--- config.mk ---
export PLATFORM = sky130hd
export DESIGN_NAME = skbs_ctrl
export DESIGN_NICKNAME = d
export VERILOG_FILES = /design/src/skbs_pkg.sv /design/src/skbs_ctrl.sv
export SDC_FILE = /design/constraint.sdc
export NUM_CORES = 1
export LEC_CHECK = 0
export CAP_MARGIN = 20
export CORE_AREA = 2 2 39 41
export CTS_CLUSTER_DIAMETER = 60
export DETAILED_ROUTE_END_ITERATION = 8
export DIE_AREA = 0 0 41 43
export DONT_BUFFER_PORTS = 1
export MAX_ROUTING_LAYER = met4
export PLACE_DENSITY_LB_ADDON = 0.12
export SKIP_CTS_REPAIR_TIMING = 1
export SLEW_MARGIN = 20
export SYNTH_ARGS = -nofsm -noshare
export SYNTH_HDL_FRONTEND = slang
export SYNTH_SLANG_ARGS = --single-unit
export TNS_END_PERCENT = 30
--- constraint.sdc ---
create_clock -name clk -period 2 [get_ports clk]
set_input_delay 0.1 -clock clk [delete_from_list [all_inputs] [get_ports clk]]
set_output_delay 0.1 -clock clk [all_outputs]
set_load 0.005 [all_outputs]
--- src/skbs_pkg.sv ---
// shared types, constants and codes for the sorted key table search block
// no dependencies; imported by every module of the block but skbs_ram
package skbs_pkg;

    localparam int TABLE_DEPTH = 256;
    localparam int ADDR_W      = $clog2(TABLE_DEPTH);
    localparam int BOUND_W     = ADDR_W + 1;
    localparam int COUNT_W     = 9;
    localparam int KEY_W       = 24;
    localparam int SKEY_W      = 32;

    localparam logic ACT_WRITE  = 1'b0;
    localparam logic ACT_SEARCH = 1'b1;

    typedef struct packed {
        logic        action;
        logic [7:0]  entry_index;
        logic [7:0]  entry_upper;
        logic [15:0] entry_lower;
        logic [15:0] search_high;
        logic [7:0]  search_low;
    } item_t;

    typedef struct packed {
        logic       found;
        logic [7:0] position;
    } result_t;

    typedef enum logic [1:0] {
        ST_IDLE,
        ST_READ,
        ST_CMP
    } state_t;

    // controller to datapath
    typedef struct packed {
        logic write_entry;
        logic load_search;
        logic probe_read;
        logic probe_step;
        logic emit_found;
        logic emit_miss;
    } ctrl_cmd_t;

    // datapath to controller
    typedef struct packed {
        logic count_zero;
        logic key_hit;
        logic range_done;
    } dp_stat_t;

endpackage

--- src/skbs_ctrl.sv ---
// control state machine for the sorted key table search
// depends on skbs_pkg
module skbs_ctrl
    import skbs_pkg::*;
(
    input  logic       clk,
    input  logic       rst_n,
    input  logic       start,
    input  logic       action,
    input  dp_stat_t   stat,
    output ctrl_cmd_t  cmd,
    output logic       busy
);

    state_t state_reg;
    state_t state_next;

    always_ff @(posedge clk or negedge rst_n)
    begin
        if (!rst_n)
        begin
            state_reg <= ST_IDLE;
        end
        else
        begin
            state_reg <= state_next;
        end
    end

    always_comb
    begin
        state_next = state_reg;
        case (state_reg)
            ST_IDLE:
            begin
                if (start && action == ACT_SEARCH && !stat.count_zero)
                begin
                    state_next = ST_READ;
                end
            end
            ST_READ:
            begin
                state_next = ST_CMP;
            end
            ST_CMP:
            begin
                if (stat.key_hit || stat.range_done)
                begin
                    state_next = ST_IDLE;
                end
            end
            default:
            begin
                state_next = ST_IDLE;
            end
        endcase
    end

    always_comb
    begin
        cmd  = '0;
        busy = 1'b1;
        case (state_reg)
            ST_IDLE:
            begin
                busy = 1'b0;
                if (start)
                begin
                    if (action == ACT_WRITE)
                    begin
                        cmd.write_entry = 1'b1;
                    end
                    else if (stat.count_zero)
                    begin
                        cmd.emit_miss = 1'b1;
                    end
                    else
                    begin
                        cmd.load_search = 1'b1;
                    end
                end
            end
            ST_READ:
            begin
                cmd.probe_read = 1'b1;
            end
            ST_CMP:
            begin
                if (stat.key_hit)
                begin
                    cmd.emit_found = 1'b1;
                end
                else if (stat.range_done)
                begin
                    cmd.emit_miss = 1'b1;
                end
                else
                begin
                    cmd.probe_step = 1'b1;
                end
            end
            default:
            begin
                busy = 1'b1;
            end
        endcase
    end

    a_cmp_after_read: assert property (@(posedge clk) disable iff (!rst_n)
        state_reg == ST_CMP |-> $past(state_reg) == ST_READ || $past(state_reg) == ST_CMP)
        else $error("compare state entered without a table read");

    a_one_emit: assert property (@(posedge clk) disable iff (!rst_n)
        !(cmd.emit_found && cmd.emit_miss))
        else $error("found and miss both signaled");

    a_read_from_load: assert property (@(posedge clk) disable iff (!rst_n)
        state_reg == ST_READ |-> $past(cmd.load_search))
        else $error("read state without a search load");

endmodule

==> results of run 1 <==
-- worst max-delay path: stages, from the launching register on --
cell	delay (ns)
dfrtp_1	0.39
or4bb_1	0.54
o31ai_2	0.10
-- area by class of cell --
cell class              instances  area (sq um)  share of cell area [%]
multi-input cells              11          82.6                    41.5
inverters                       1          3.75                    1.89
well taps                      16          20.0                    10.1
flip-flops and latches          2          50.0                    25.2
repair buffers                  2          20.0                    10.1
clock buffers                   3          22.5                    11.3
-- layer usage --
layer | part of all wire (%) | wire length [um]
met5 | 0 | 0
met4 | 0 | 0
met3 | 21 | 75
met2 | 35 | 122
met1 | 44 | 153
-- cells in the mapped netlist, drive strengths merged --
cell / count
buf: 2
dfrtp: 2
nor3: 2
or2: 2
and3b: 1
inv: 1
nand2: 1
nor2b: 1
nor3b: 1
nor4b: 1
o31ai: 1
or4bb: 1
-- worst max path at each step --
stage                       from     end  slack [ns]  cells past startpoint
floorplan           state_reg[0]  cmd[0]        0.94                      2
global route        state_reg[0]  cmd[0]        0.58                      2
global placement    state_reg[0]  cmd[0]        0.88                      2
finish              state_reg[0]  cmd[0]        0.64                      2
detailed placement  state_reg[0]  cmd[0]        0.89                      2
CTS                 state_reg[0]  cmd[0]        0.63                      2
-- cells by family after synthesis --
logic type / count (synthesis) / share of synthesized area, %
AND/OR/NAND/NOR: 10 / 45.2
AO/OA/AOI/OAI: 1 / 8.06
flip-flops: 2 / 32.3
buffers and inverters: 3 / 14.5
-- power by group through the flow --
stage	clock network, mW	logic, mW	registers (mW)
6_report	0.0902	0.0179	0.0448
5_1_grt	0.108	0.0194	0.0450
4_1_cts	0.0966	0.0144	0.0448
3_5_place_dp	0	0.0144	0.0452
3_3_place_gp	0	0.0148	0.0452
2_1_floorplan	0	0.0175	0.0446
==> flow_summary.yaml, run 1 <==
power:
  peakVddDrop_uv: 137
  fin_total_pwr_mw: 0.153
  power.internal_mw: 0.118
  swShare_pct: 22.9
  powerDensity_nw_per_um2: 768
  p_leak_nw: 0.0876
  p_sw_mw: 0.0351
  pwr-share-comb_pct: 11.7
  power.share.clock_pct: 59.0
  seq_power_share_pct: 29.3
sta:
  rsz0062_at_grt: "false"
  fin_crit_sh_pct: 67.9
  fmax_mhz: 737
  worstMarginPinSlew_ns: 0.460
  postLayoutSetupSlackWorst_ns: 0.642
  final.min_clock_period_ns: 1.36
  finalSetupViolCount: 0
  tns_ns: 0
  slew_headroom_pct: 68.9
  finClkSkew_ns: 0.00143
  hold_violations: 0
  hold_ws_ns: 0.0698
  slew_viol_final: 0
synthesis:
  syn_nets: 23
  yosys_register_bits: 2
  ys_types: 13
  synth_area_leader_cell: "dfrtp_1"
  synth_area_leaders: "dfrtp_1 32%, o31ai_2 8.1%, or2_1 8.1%, buf_6 7.3%, or4bb_1 7.3%"
  synth.avg_cell_area_sq_um: 9.70
  seq_area_frac_synth_pct: 32.3
  syn_area_sq_um: 155
  syn_inst: 16
  yosys_warnings: 0
  synth_top_cell_area_share_pct: 32.3
cts:
  clockRootBuffer: "clkbuf_4"
  cts_tree: "yes"
  cts.sinks: 2
  clk-insertion-delay-late_ns: 0.22
  path_clk_slew_ns: 0.03
  cts.path.max_buffers: 2
  cts_buffers: 3
  htreeDepth: 1
global_routing:
  grtUsageMet3_pct: 4.71
  use_met1_pct: 6.77
  busiest_layer: "met4"
  grt_pass1_wl_um: 496
  use_met2_pct: 3.44
  grt_pass1_vias: 119
  grt_max_degree: 6
  grt-ovfl-total: 0
  antenna_found_initial: 0
  grt_usage_pct: 5.46
placement:
  dp_cells: 30
  dpl_worst_slack_ns: 0.885
  place_congestion: 0.528
  dpl-instance-area_sq_um: 156
  io_buffers: 0
critical_path:
  r2r_start: "state_reg[0]"
  cp.required_ns: 1.90
  critPathMaxFanout: 5
  crit_path_start_kind: "flip-flop"
  reg2reg_depth: 2
  crit_arrival_ns: 1.26
  r2r-end: "state_reg[1]"
  critical_path_class: "flip-flop to output port"
  crit_path_end_kind: "output port"
  r2r_slack_ns: 0.90
routing:
  first_pass_iters: 2
  postRouteAntennaNets: 0
  wirelength_um: 351
  drc: 0
  wl_per_cell_um: 10.0
  viasPerCell: 3.57
  vias: 125
  drt_iter0_drc: 2
hold_path:
  holdPathEnd: "state_reg[0]"
  min_path_cells: 2
  holdCritStartpoint: "start"
  hp-class: "primary input to flip-flop"
layout:
  fin_cells: 35
  layout_common_cells: "3 x clkbuf_4, 2 x or2_1, 2 x nor3_1, 2 x dlygate4sd3_1, 2 x dfrtp_1"
  nets: 28
  largest_reg_flops: 2
  fin_area_sq_um: 199
  diodes: 0
  fillerInstances: 157
  drive_above_1_share_pct: 26.3
  final_util_pct: 14.4
  area_delta_synth_final_pct: 28.2
  final_common_cell: "clkbuf_4"
die:
  initial_core_util_pct: 11.2
  die_w_um: 41
  die_area_sq_um: 1760
  placementRows: 14
  io_pins: 14
  core_sq_um: 1380
  die_h_um: 43
job:
  maxCapViolCount: 0
run_status:
  status: "finished clean"
(Power assumes the default switching activity.)
==> inputs of run 2 (changes only) <==
==> constraint.sdc (replaced) <==
create_clock -name clk -period 1.28 [get_ports clk]
set_input_delay 0.064 -clock clk [delete_from_list [all_inputs] [get_ports clk]]
set_output_delay 0.064 -clock clk [all_outputs]
set_load 0.005 [all_outputs]
==> flow_summary.yaml, run 2 (synthesis gave the netlist of run 1 again) <==
global_routing:
  antenna_found_initial: 0
  grt-ovfl-total: 0
  use_met1_pct: 6.71
  use_met2_pct: 3.13
  grt_pass1_vias: 114
  grt_pass1_wl_um: 469
  grt_usage_pct: 4.72
  busiest_layer: "met1"
  grt_max_degree: 6
  grtUsageMet3_pct: 3.14
power:
  powerDensity_nw_per_um2: 1140
  peakVddDrop_uv: 253
  fin_total_pwr_mw: 0.236
  p_leak_nw: 0.0931
layout:
  largest_reg_flops: 2
  nets: 29
  area_delta_synth_final_pct: 33.1
  drive_above_1_share_pct: 30.0
  fin_area_sq_um: 206
  diodes: 0
  final_common_cell: "clkbuf_4"
  layout_common_cells: "3 x clkbuf_4, 2 x or2_1, 2 x nor3_1, 2 x dlygate4sd3_1, 2 x dfrtp_1"
sta:
  slew_viol_final: 0
  hold_violations: 0
  fin_crit_sh_pct: 103
  finalSetupViolCount: 1
  worstMarginPinSlew_ns: 0.372
  tns_ns: -0.0328
  fmax_mhz: 762
  hold_ws_ns: 0.0520
  slew_headroom_pct: 74.9
  finClkSkew_ns: 0.000967
  rsz0062_at_grt: "true"
  postLayoutSetupSlackWorst_ns: -0.0328
  final.min_clock_period_ns: 1.31
critical_path:
  critical_path.endpoint: "cmd[0]"
  critical_path_class: "flip-flop to output port"
  crit_path_start_kind: "flip-flop"
  reg2reg_depth: 2
  crit_arrival_ns: 1.25
  r2r_start: "state_reg[0]"
  r2r_slack_ns: 0.26
  cp_cell_sequence: "or4bb_1, o31ai_2"
  critPathSlowestCell: "or4bb_1"
  max_stage_delay_ns: 0.54
  crit_path_end_kind: "output port"
  r2r-end: "state_reg[1]"
  worstSetupStartpoint: "state_reg[0]"
  cp.required_ns: 1.22
  critPathMaxFanout: 5
routing:
  first_pass_iters: 1
  viasPerCell: 3.75
  vias: 135
  drt_iter0_drc: 0
  drc: 0
  postRouteAntennaNets: 0
  wl_per_cell_um: 10.1
  wirelength_um: 363
cts:
  cts.path.max_buffers: 2
  clockRootBuffer: "clkbuf_4"
  cts_tree: "yes"
  clk-insertion-delay-late_ns: 0.22
  path_clk_slew_ns: 0.03
  cts_buffers: 3
  cts.sinks: 2
  htreeDepth: 1
die:
  die_area_sq_um: 1760
  initial_core_util_pct: 11.2
  die_w_um: 41
  core_sq_um: 1380
  die_h_um: 43
  placementRows: 14
  io_pins: 14
run_status:
  status: "complete, but fails checks"
  violations: "setup timing"
placement:
  io_buffers: 0
  place_congestion: 0.531
  dpl-instance-area_sq_um: 164
job:
  maxCapViolCount: 0
hold_path:
  hp-class: "primary input to flip-flop"
run 2: cell types whose count changed in the layout (fill, tap and decap cells not counted), sizes merged:
cell	change
buf	+1
run 2: through the flow:
stage               util [%]  instances  setup slack, ns
floorplan                  -         16            0.260
global placement        11.8         31            0.212
detailed placement      11.8         31            0.206
CTS                     13.5         34          -0.0435
global route            14.9         36          -0.0829
finish                  14.9         36          -0.0328
run 2: report_power, final:
group          switching (mW)  internal [mW]  total, mW
clock network          0.0341          0.103      0.137
registers             0.00307         0.0669     0.0700
logic                  0.0144         0.0143     0.0287
run 2: how the worst min path moves through the flow:
stage | end | cells after the start | startpoint
floorplan | state_reg[0] | 0 | rst_n
global placement | state_reg[1] | 0 | rst_n
detailed placement | state_reg[0] | 0 | rst_n
CTS | state_reg[1] | 0 | rst_n
global route | state_reg[0] | 2 | start
finish | state_reg[0] | 2 | start
run 2: layout make-up:
type                       instances  area (sq um)
timing repair buffer               3          27.5
fill                             160          1180
sequential                         2          50.0
multi-input combinational         11          82.6
tap                               16          20.0
inverter                           1          3.75
clock buffer                       3          22.5
run 2: metal layers:
layer / vias up / routed length (um)
li1: 63 / -
met1: 59 / 169
met2: 13 / 125
met3: 0 / 68
met4: 0 / 0
met5: - / 0
run 2: critical path: cells and delay by family, from the launching register on:
| family | cells | cell delay [ns] |
|---|---|---|
| flops | 1 | 0.39 |
| simple gates | 1 | 0.54 |
| compound gates | 1 | 0.10 |
